===== src/hw/rtl/gda_pkg.sv =====
// Shared types, constants and calendar helpers for the date-plus-days block.
`timescale 1ns / 1ps

package gda_pkg;

   localparam int START_YEAR_W  = 14;
   localparam int MONTH_W       = 4;
   localparam int DAY_W         = 5;
   localparam int DAYS_FIELD_W  = 20;
   // Wide enough for the largest start year plus the largest count in years.
   localparam int YEAR_W        = 15;
   localparam int LEN_W         = 9;
   localparam int YOE_W         = 9;

   localparam logic [YEAR_W-1:0]       YEAR_LIMIT     = 15'd9999;
   localparam logic [YEAR_W-1:0]       YEAR_FIELD_MAX = 15'd16383;
   localparam logic [START_YEAR_W-1:0] ERA_YEARS      = 14'd400;
   localparam logic [START_YEAR_W-1:0] ERA_LAST_YEAR  = 14'd399;
   localparam logic [LEN_W-1:0]        DAYS_YEAR      = 9'd365;
   localparam logic [LEN_W-1:0]        DAYS_LEAP_YEAR = 9'd366;
   localparam logic [MONTH_W-1:0]      MONTH_JAN      = 4'd1;
   localparam logic [MONTH_W-1:0]      MONTH_FEB      = 4'd2;
   localparam logic [MONTH_W-1:0]      MONTH_DEC      = 4'd12;

   typedef struct packed {
      logic [START_YEAR_W-1:0] start_year;
      logic [MONTH_W-1:0]      start_month;
      logic [DAY_W-1:0]        start_day;
      logic [DAYS_FIELD_W-1:0] days_to_add;
   } gda_req_type;

   typedef struct packed {
      logic [START_YEAR_W-1:0] result_year;
      logic [MONTH_W-1:0]      result_month;
      logic [DAY_W-1:0]        result_day;
      logic                    year_overflow;
   } gda_rsp_type;

   typedef enum logic [2:0] {
      ST_IDLE,
      ST_MOD,
      ST_ALIGN,
      ST_YEAR,
      ST_MONTH,
      ST_DONE
   } gda_state_type;

   // Leap test on the year within its 400-year era.
   function automatic logic is_leap(input logic [YOE_W-1:0] yoe);
      is_leap = (yoe[1:0] == 2'd0) && (yoe != 9'd100) && (yoe != 9'd200)
                && (yoe != 9'd300);
   endfunction

   function automatic logic [DAY_W-1:0] month_len(input logic [MONTH_W-1:0] m,
                                                  input logic leap);
      logic [DAY_W-1:0] len;
      unique case (m)
         MONTH_FEB:                 len = leap ? 5'd29 : 5'd28;
         4'd4, 4'd6, 4'd9, 4'd11:   len = 5'd30;
         default:                   len = 5'd31;
      endcase
      month_len = len;
   endfunction

endpackage


===== src/hw/rtl/gregorian_date_add_days_top.sv =====
// Top level: Gregorian date plus a day count, one year or one month per cycle.
//
//  channel  | ports                         | direction | payload
//  request  | req_valid, req_ready, req_data | in        | start date and day count
//  response | rsp_valid, rsp_ready, rsp_data | out       | result date and overflow flag
//
// A transaction first finds the year within its era by taking off 400 years at a time,
// then steps months to the next January (11 steps and the exit compare at most),
// then takes one step per whole year of the count plus one (at most 2^DAY_COUNT_BITS / 365 + 1
// years), and then steps through the months of the last year: all through the single
// shared subtract-and-compare unit. If the count runs out while aligning, it ends there. The result
// is then valid from the next cycle. Reset is synchronous and returns the sequencer to
// idle. req_ready is high only while idle; the result is held until rsp_ready takes it.
`timescale 1ns / 1ps

module gregorian_date_add_days_top #(
   parameter int DAY_COUNT_BITS = 20
) (
   input  logic                 clock,
   input  logic                 reset,
   input  logic                 req_valid,
   output logic                 req_ready,
   input  gda_pkg::gda_req_type req_data,
   output logic                 rsp_valid,
   input  logic                 rsp_ready,
   output gda_pkg::gda_rsp_type rsp_data
);
   import gda_pkg::*;

   localparam int CNT_W = (DAY_COUNT_BITS < DAYS_FIELD_W) ? DAY_COUNT_BITS : DAYS_FIELD_W;
   localparam int N_W   = CNT_W + 1;
   localparam int OP_W  = (N_W > START_YEAR_W) ? N_W : START_YEAR_W;

   gda_state_type state_ff, state_in;

   logic [YEAR_W-1:0]       y_ff, y_in;
   logic [START_YEAR_W-1:0] yoe_ff, yoe_in;
   logic [MONTH_W-1:0]      m_ff, m_in;
   logic [DAY_W-1:0]        d_ff, d_in;
   logic [N_W-1:0]          n_ff, n_in;

   logic [OP_W-1:0]         op_a, op_b, op_diff;
   logic                    op_ge;
   logic                    leap;
   logic [DAY_W-1:0]        mlen;
   logic [DAY_W-1:0]        d_clamp;
   logic [LEN_W-1:0]        step_len;
   logic [YEAR_W-1:0]       y_next;
   logic [START_YEAR_W-1:0] yoe_next;

   assign leap     = is_leap(yoe_ff[YOE_W-1:0]);
   assign mlen     = month_len(m_ff, leap);
   assign step_len = (state_ff == ST_YEAR) ? (leap ? DAYS_LEAP_YEAR : DAYS_YEAR)
                                           : LEN_W'(mlen);
   assign y_next   = y_ff + YEAR_W'(1);
   assign yoe_next = (yoe_ff == ERA_LAST_YEAR) ? '0 : yoe_ff + START_YEAR_W'(1);

   always_comb begin
      if (d_ff == '0) begin
         d_clamp = DAY_W'(1);
      end else if (d_ff > mlen) begin
         d_clamp = mlen;
      end else begin
         d_clamp = d_ff;
      end
   end

   assign op_a = (state_ff == ST_MOD) ? OP_W'(yoe_ff) : OP_W'(n_ff);
   assign op_b = (state_ff == ST_MOD) ? OP_W'(ERA_YEARS) : OP_W'(step_len);

   gda_step_unit #(
      .WIDTH (OP_W)
   ) u_step (
      .a    (op_a),
      .b    (op_b),
      .diff (op_diff),
      .ge   (op_ge)
   );

   always_ff @(posedge clock) begin
      if (reset) begin
         state_ff <= ST_IDLE;
      end else begin
         state_ff <= state_in;
      end
      y_ff   <= y_in;
      yoe_ff <= yoe_in;
      m_ff   <= m_in;
      d_ff   <= d_in;
      n_ff   <= n_in;
   end

   always_comb begin
      state_in = state_ff;
      y_in     = y_ff;
      yoe_in   = yoe_ff;
      m_in     = m_ff;
      d_in     = d_ff;
      n_in     = n_ff;
      unique case (state_ff)
         ST_IDLE: begin
            if (req_valid) begin
               y_in   = YEAR_W'(req_data.start_year);
               yoe_in = req_data.start_year;
               if (req_data.start_month < MONTH_JAN) begin
                  m_in = MONTH_JAN;
               end else if (req_data.start_month > MONTH_DEC) begin
                  m_in = MONTH_DEC;
               end else begin
                  m_in = req_data.start_month;
               end
               d_in     = req_data.start_day;
               n_in     = N_W'(req_data.days_to_add[CNT_W-1:0]);
               state_in = ST_MOD;
            end
         end
         ST_MOD: begin
            if (op_ge) begin
               yoe_in = op_diff[START_YEAR_W-1:0];
            end else begin
               // fold the day of month into the count and stand on day 1
               n_in     = n_ff + N_W'(d_clamp - DAY_W'(1));
               state_in = ST_ALIGN;
            end
         end
         ST_ALIGN: begin
            if (m_ff == MONTH_JAN) begin
               state_in = ST_YEAR;
            end else if (op_ge) begin
               n_in = op_diff[N_W-1:0];
               if (m_ff == MONTH_DEC) begin
                  m_in   = MONTH_JAN;
                  y_in   = y_next;
                  yoe_in = yoe_next;
               end else begin
                  m_in = m_ff + MONTH_W'(1);
               end
            end else begin
               d_in     = DAY_W'(n_ff[DAY_W-1:0]) + DAY_W'(1);
               state_in = ST_DONE;
            end
         end
         ST_YEAR: begin
            if (op_ge) begin
               n_in   = op_diff[N_W-1:0];
               y_in   = y_next;
               yoe_in = yoe_next;
            end else begin
               state_in = ST_MONTH;
            end
         end
         ST_MONTH: begin
            if (op_ge && (m_ff != MONTH_DEC)) begin
               n_in = op_diff[N_W-1:0];
               m_in = m_ff + MONTH_W'(1);
            end else begin
               d_in     = DAY_W'(n_ff[DAY_W-1:0]) + DAY_W'(1);
               state_in = ST_DONE;
            end
         end
         ST_DONE: begin
            if (rsp_ready) begin
               state_in = ST_IDLE;
            end
         end
         default: begin
            state_in = ST_IDLE;
         end
      endcase
   end

   assign req_ready = (state_ff == ST_IDLE);
   assign rsp_valid = (state_ff == ST_DONE);

   always_comb begin
      rsp_data.result_year   = (y_ff > YEAR_FIELD_MAX) ? YEAR_FIELD_MAX[START_YEAR_W-1:0]
                                                       : y_ff[START_YEAR_W-1:0];
      rsp_data.result_month  = m_ff;
      rsp_data.result_day    = d_ff;
      rsp_data.year_overflow = (y_ff > YEAR_LIMIT);
   end

endmodule


===== src/hw/rtl/gda_step_unit.sv =====
// Shared subtract-and-compare unit used by every sequencer step.
`timescale 1ns / 1ps

module gda_step_unit #(
   parameter int WIDTH = 21
) (
   input  logic [WIDTH-1:0] a,
   input  logic [WIDTH-1:0] b,
   output logic [WIDTH-1:0] diff,
   output logic             ge
);
   logic [WIDTH:0] wide;

   assign wide = {1'b0, a} - {1'b0, b};
   assign diff = wide[WIDTH-1:0];
   assign ge   = ~wide[WIDTH];
endmodule


===== config.mk =====
export PLATFORM = sky130hd
export DESIGN_NAME = gregorian_date_add_days_top
export DESIGN_NICKNAME = d
export VERILOG_FILES = /design/src/hw/rtl/gda_pkg.sv /design/src/hw/rtl/gregorian_date_add_days_top.sv /design/src/hw/rtl/gda_step_unit.sv
export SDC_FILE = /design/constraint.sdc
export NUM_CORES = 1
export LEC_CHECK = 0
export BUFFER_PORTS_ARGS = -buffer_cell sky130_fd_sc_hd__buf_2
export CAP_MARGIN = 40
export CORE_MARGIN = 10
export CORE_UTILIZATION = 50
export DETAILED_ROUTE_END_ITERATION = 6
export GPL_TIMING_DRIVEN = 0
export PLACE_DENSITY = 0.78
export SLEW_MARGIN = 20
export SYNTH_ARGS = -nofsm -noshare
export SYNTH_HDL_FRONTEND = slang
export SYNTH_HIERARCHICAL = 1
export SYNTH_SLANG_ARGS = --single-unit

===== constraint.sdc =====
create_clock -name clock -period 11.73 [get_ports clock]
set_input_delay 0 -clock clock [delete_from_list [all_inputs] [get_ports clock]]
set_output_delay 0 -clock clock [all_outputs]
set_load 0.03 [all_outputs]

==> results of run 1 <==
cells in the mapped netlist, drive strengths merged, types with 4 or more instances:
master   instances
nand2          119
o21ai           77
edfxtp          59
ha              53
nor2            50
a21oi           49
inv             46
xor2            34
xnor2           29
a22oi           28
nand3           25
clkbuf          17
nand4           14
or3             14
a21o            12
buf             12
nor3            11
and2             9
nand2b           9
o211ai           9
a31oi            7
and3             6
nor2b            6
or2              5
a221oi           4
a2bb2oi          4
o31ai            4
layout make-up:
cell class,instances,area (um^2),share of cell area (%)
Clock inverter,5,58.8,0.774
Buffer,29,133,1.75
Antenna cell,1,2.50,0.0329
Sequential cell,62,1830,24.1
Clock buffer,11,233,3.06
Timing Repair Buffer,104,681,8.96
Inverter,46,173,2.27
Multi-Input combinational cell,660,4270,56.3
Tap cell,168,210,2.77
critical path: stages (launching register included):
cell	delay (ns)
dfxtp_1	0.30
buf_2	0.18
nand2b_1	0.21
inv_2	0.08
nand2_2	0.16
buf_2	0.27
clkbuf_1	0.46
nand2_1	0.13
o21ai_0	0.10
inv_1	0.06
ha_1	0.20
nor2b_1	0.18
o31ai_2	0.10
a21oi_1	0.24
a41oi_2	0.21
o21ai_1	0.32
nand4_1	0.14
a21oi_1	0.54
nand2_1	0.23
o31a_1	0.15
o32ai_1	0.18
a31oi_1	0.16
nand2_1	0.11
a21oi_1	0.06
dlygate4sd3_1	0.55
kinds of logic after synthesis:
group,synth area share (%)
adders and majority gates,11.2
buffers and inverters,4.85
xor gates and xnor gates,8.76
AOI/OAI and AO/OA,24.4
other,0.0596
and+or+nand+nor,21.1
muxes,0.497
DFF,29.1
metal layers:
| metal | vias up | GRT usage (%) | routed length (um) |
|---|---|---|---|
| met1 | 2934 | 28.1 | 8070 |
| met4 | 0 | 8.56 | 541 |
| met3 | 40 | 3.66 | 1710 |
| met5 | - | 0 | 0 |
| li1 | 3074 | - | - |
| met2 | 348 | 31.7 | 8330 |
registers in the layout (all words and copies together) (netlist names):
name / flops
n_ff: 21
state_ff: 3
y_ff: 15
m_ff: 4
yoe_ff: 14
d_ff: 5
worst max path at each step:
stage / to / slack [ns] / cells past startpoint
after floorplan: n_ff[0]$_DFFE_PP_ / 6.65 / 16
after global placement: n_ff[18]$_DFFE_PP_ / 4.78 / 19
after detailed placement: y_ff[14]$_SDFFCE_PP0P_ / 6.55 / 20
after CTS: state_ff[0]$_SDFFE_PP0P_ / 6.40 / 24
after global routing: state_ff[0]$_SDFFE_PP0P_ / 5.83 / 24
final: state_ff[0]$_SDFFE_PP0P_ / 6.29 / 24
stage by stage:
| stage | cells | worst slack, ns |
|---|---|---|
| floorplan | 797 | 6.65 |
| global placement | 1037 | 4.78 |
| detailed placement | 1037 | 6.55 |
| CTS | 1085 | 6.40 |
| global route | 1086 | 5.83 |
| finish | 1086 | 6.29 |
==> summary.md, run 1 <==
| Metric | Value |
|---|---|
| Outcome | `complete, no violations` |
| CP startpoint kind | `register` |
| Asr flop ratio synth | `0%` |
| Normalized max-slew margin | `46.1%` |
| WL/cell | `about 17 um` |
| Global-route wire length before repair | `roughly 30000 um` |
| Nets | `1014` |
| Die height | `between 100 and 150 um` |
| Number of buffers added on ports | `between 70 and 80` |
| Ranking of synthesized cells by area | `edfxtp_1 (28%), ha_1 (11%), nand2_1 (7.0%), o21ai_0 (5.6%), xor2_1 (4.7%)` |
| Synth warn | `6` |
| Max cap viols | `0` |
| Maximum clock frequency | `~180 MHz` |
| Sequential area share after synthesis | `29.1%` |
| Register bit count reported by yosys | `62` |
| Routed Antenna Nets | `0` |
| Min cycle time layout | `roughly 5.4 ns` |
| Root buffer cell | `clkbuf_16` |
| Die Area | `about 17000 um^2` |
| Hold Buf Count CTS | `32` |
| Post-route DRC | `0` |
| Final setup fails | `0` |
| Leading area contributor after synthesis | `edfxtp_1` |
| CTS HTree Levels | `3` |
| Worst R2R End | `state_ff[0]$_SDFFE_PP0P_` |
| Synth top area share | `28.1%` |
| Final-report max-slew violation count | `0` |
| Number of synthesized flops with an enable pin | `59` |
| FF-to-FF setup slack | `roughly 6.3 ns` |
| Maximum root-to-sink buffer count | `2` |
| Crit path required time | `11.96 ns` |
| Largest net degree at the start of global routing | `22` |
| Insertion delay to the later sink of the worst-skew pair | `around 0.34 ns` |
| Setup Buffers After CTS | `0` |
| Crit share post-route | `a little under half` |
| CP max FO | `10` |
| Syn Area/Cell | `approximately 8 um^2` |
| CTS tree | `yes` |
| Most frequent cells in the layout | `nand2_1 (118), buf_2 (81), o21ai_0 (69), edfxtp_1 (59), ha_1 (53)` |
| Top_reg_cell synth | `edfxtp_1` |
| Initial Utilization | `51.8%` |
| # fillers | `1079` |
| Global router's overall resource usage | `20.7%` |
| Area Growth Syn to Fin | `20.6%` |
| Critical path arrival | `about 5.7 ns` |
| Setup CP Type | `register to register` |
| Start of the worst register-to-register path | `state_ff[2]$_SDFFE_PP0P_` |
| Vias per cell | `slightly below 6` |
| Fin area | `around 7600 um^2` |
| Worst hold path class | `input port to register` |
| Overflow after GRT | `0` |
| Crit path capture type | `register` |
| Core Area | `12200 um^2` |
| CTS sink cnt | `62` |
| Vias | `approximately 6.4k` |
| Vias in the first global route | `roughly 6k` |
| Commonest non-fill, non-tap cell in the layout | `nand2_1` |
| Netlist area before placement | `about 6300 um^2` |
| Clock transition at path regs | `0.06 ns` |
| Clk_skew | `between 0.007 and 0.008 ns` |
| Die Wd | `132 um` |
| Cells after synthesis | `around 770` |
| Hold Path End | `yoe_ff[3]$_DFFE_PP_` |
| WHS | `between 0.005 and 0.006 ns` |
| Final hold violations | `0` |
| DR iter-0 viols | `around 740` |
| Hold Crit Depth | `3` |
| Post-CTS resize count | `0` |
| Area after DPL | `~7000 um^2` |
| Initial antenna violation count | `1` |
| I/O Pins | `between 70 and 80` |
| Num CTS Buffers | `9` |
| Worst setup path start | `state_ff[2]$_SDFFE_PP0P_` |
| Share of layout cells above drive strength 1 | `14.2%` |
| Util after Layout | `approximately 62%` |
| Rows | `40` |
| RSZ-0062 raised after global routing | `false` |
| Reg2reg path depth | `24` |
| Setup tns final | `0 ns` |
| Netlist cell types | `slightly above 80` |
| Final WL | `approximately 19000 um` |
| Hold Crit Start | `req_data[32]` |
| Worst slew pin tran | `0.805 ns` |
| Gpl congestion | `0.943` |
| Post-DP HPWL | `14300 um` |
| Pre-antenna DRT Iters | `5` |
Power of run 1 is left out: the tool's default activity adds up to more than one toggle a clock period on the data nets, which glitch-free logic cannot reach.
==> run 2, diff against run 1 <==
Settings changed: ABC_AREA from default to 1, PLACE_DENSITY 0.78 to 0.8.
Clock period 11.73 ns to 4.7 ns, I/O delays scaled along.
==> run 2 against run 1 <==
The run now ends with negative hold slack left. Area after synthesis rose by 15%. First-iteration DRC count fell by 14%. Sequential share of layout area fell by 3.0 points. Count of clock-buffer cells in the layout fell by 1. Critical path depth rose by 4. Setup slack got worse by 5.8 ns. Highest routed layer unchanged. Die area rose by 13%.
==> summary.md, run 2 <==
| Metric | Value |
|---|---|
| Outcome | `complete, but fails checks` |
| Failing checks | `negative hold slack` |
| Start of the worst register-to-register path | `yoe_ff[8]$_DFFE_PP_` |
| Number of synthesized flops with an enable pin | `59` |
| CTS tree | `yes` |
| Crit share post-route | `between 90% and 100%` |
| Global router's overall resource usage | `roughly a fifth` |
| Worst R2R End | `n_ff[15]$_DFFE_PP_` |
| Syn Area/Cell | `6.37 um^2` |
| CP max stage cell | `edfxtp_1` |
| Die height | `about 140 um` |
| Nets | `1390` |
| Crit path capture type | `register` |
| WHS | `-0.00578 ns` |
| Worst hold path class | `input port to register` |
| Synth warn | `6` |
| Vias per cell | `about 5.3` |
| Clk_skew | `~0.009 ns` |
| Initial antenna violation count | `0` |
| Post-DP HPWL | `between 15000 and 20000 um` |
| Most flops, register | `n_ff` |
| Cells after synthesis | `around 1.1k` |
| Commonest non-fill, non-tap cell in the layout | `nand2_1` |
| I/O Pins | `between 70 and 80` |
| Min cycle time layout | `roughly 4.3 ns` |
| Num CTS Buffers | `9` |
| Asr flop ratio synth | `0%` |
| Rows | `between 40 and 50` |
| DR iter-0 viols | `between 600 and 700` |
| Post-route DRC | `0` |
| Maximum clock frequency | `approximately 230 MHz` |
| Count leader, synth | `nand2_1` |
| Crit path required time | `between 4 and 5 ns` |
| Normalized max-slew margin | `just under 60%` |
| Leading area contributor after synthesis | `edfxtp_1` |
| Share of layout cells above drive strength 1 | `between 10% and 20%` |
| Largest registers | `n_ff x21, y_ff x15, yoe_ff x14` |
| Top cells by count, synth | `nand2_1 (375), inv_1 (189), nor2_1 (89)` |
| CTS sink cnt | `between 60 and 70` |
| Critical path arrival | `4.35 ns` |
| Number of buffers added on ports | `72` |
| Register bit count reported by yosys | `between 60 and 70` |
| Pre-antenna DRT Iters | `5` |
| Most frequent cells in the layout | `nand2_1 (375), inv_1 (189), nor2_1 (89), buf_2 (82), nand3_1 (72)` |
| Clock transition at path regs | `approximately 0.05 ns` |
| Reg2reg path depth | `28` |
| Final setup fails | `0` |
| Synth top area share | `approximately a quarter` |
| CP peak stage delay | `0.36 ns` |
| Final-report max-slew violation count | `0` |
| Gpl congestion | `0.977` |
| CTS HTree Levels | `3` |
| # fillers | `approximately 1.3k` |
| Insertion delay to the later sink of the worst-skew pair | `approximately 0.35 ns` |
| WL/cell | `14.4 um` |
| Most frequent CP cell | `nand2_1` |
| Core Area | `~14000 um^2` |
| Hold Crit Depth | `3` |
| Final hold violations | `1` |
| Final WL | `21200 um` |
| Die Wd | `around 140 um` |
| Area Growth Syn to Fin | `20.1%` |
| Overflow after GRT | `0` |
| Vias | `between 7k and 8k` |
| Worst slew pin tran | `between 0.6 and 0.7 ns` |
| CP max FO | `7` |
| Setup tns final | `0 ns` |
| Routed Antenna Nets | `0` |
| Setup CP Type | `register to register` |
| Max reg flops | `21` |
| Max cap viols | `0` |
| Top_reg_cell synth | `edfxtp_1` |
| FF-to-FF setup slack | `about 0.44 ns` |
| Ranking of synthesized cells by area | `edfxtp_1 (25%), nand2_1 (19%), inv_1 (9.8%), ha_1 (9.2%), nand3_1 (5.0%)` |
| Global-route wire length before repair | `approximately 34000 um` |
| RSZ-0062 raised after global routing | `false` |
| Initial Utilization | `a little over 50%` |
| Netlist area before placement | `~7200 um^2` |
| Maximum root-to-sink buffer count | `2` |
| Hold Crit Start | `req_data[19]` |
| Root buffer cell | `clkbuf_16` |
| Netlist cell types | `47` |
| Sequential area share after synthesis | `between 20 and 30%` |
| Die Area | `19700 um^2` |
| CP startpoint kind | `register` |
| Hold Path End | `n_ff[19]$_DFFE_PP_` |
| # diodes | `0` |
| Vias in the first global route | `roughly 7.4k` |
| Largest net degree at the start of global routing | `15` |
## run 2: through the flow
step                worst slack, ns  utilization [%]  std cells  cell area [um^2]
global route                 0.0869             61.8       1473              8680
CTS                           0.206             61.3       1465              8610
detailed placement            0.235             56.7       1415              7960
floorplan                     0.560                -       1161              7330
global placement             -0.706             56.4       1413              7920
finish                        0.444             61.8       1473              8680
## run 2: worst max-delay path by stage
stage | startpoint | to | slack (ns) | depth (start not counted)
final | yoe_ff[8]$_DFFE_PP_ | n_ff[15]$_DFFE_PP_ | 0.44 | 28
after global routing | yoe_ff[8]$_DFFE_PP_ | n_ff[13]$_DFFE_PP_ | 0.09 | 26
after CTS | state_ff[0]$_SDFFE_PP0P_ | n_ff[12]$_DFFE_PP_ | 0.21 | 20
after detailed placement | state_ff[0]$_SDFFE_PP0P_ | n_ff[17]$_DFFE_PP_ | 0.24 | 20
after global placement | state_ff[0]$_SDFFE_PP0P_ | n_ff[17]$_DFFE_PP_ | -0.71 | 19
after floorplan | state_ff[0]$_SDFFE_PP0P_ | n_ff[0]$_DFFE_PP_ | 0.56 | 21
## run 2: area by class of cell
| type | instances | area, um^2 | area share (%) |
|---|---|---|---|
| well taps | 180 | 225 | 2.59 |
| inverters | 196 | 736 | 8.47 |
| clock inverters | 6 | 86.3 | 0.994 |
| repair buffers | 116 | 787 | 9.06 |
| multi-input cells | 884 | 4690 | 54.1 |
| flip-flops and latches | 62 | 1830 | 21.1 |
| clock buffers | 10 | 229 | 2.64 |
| plain buffers | 19 | 92.6 | 1.07 |
## run 2: worst max-delay path: cells and delay by family (launching register included)
| kind | cells | cell delay (ns) |
|---|---|---|
| AND/OR/NAND/NOR | 17 | 1.69 |
| adder cells (fa/ha/maj) | 3 | 0.81 |
| AO/OA/AOI/OAI | 2 | 0.51 |
| buffers and inverters | 5 | 0.46 |
| flip-flops | 1 | 0.36 |
| XOR/XNOR | 1 | 0.14 |
## run 2: cells by family after synthesis
group                      Yosys count  synth area share, %
xor gates and xnor gates            28                 3.39
other                                1               0.0519
DFF                                 62                 25.3
AOI/OAI and AO/OA                  154                 13.0
adders and majority gates           55                 9.73
buffers and inverters              215                 11.4
and+or+nand+nor                    619                 36.9
muxes                                1                0.156
## run 2: routing by layer
metal | routed length [um] | share of wire [%] | track usage, % | vias to the layer above
li1 | - | - | - | 3964
met1 | 9110 | 43 | 25.3 | 3547
met2 | 10200 | 48 | 36.3 | 262
met3 | 1150 | 5.5 | 2.47 | 54
met4 | 730 | 3.4 | 9.67 | 0
met5 | 0 | 0 | 0 | -
## run 2: what timing repair did
item / 4_1_cts / 5_1_grt
setup buffers: 0 / 7
endpoints found under the setup margin: 0 / 17
resized for setup: 0 / 3
endpoints found under the hold margin: 38 / 0
hold buffers: 34 / 0
Power of run 2 is left out for the same reason.
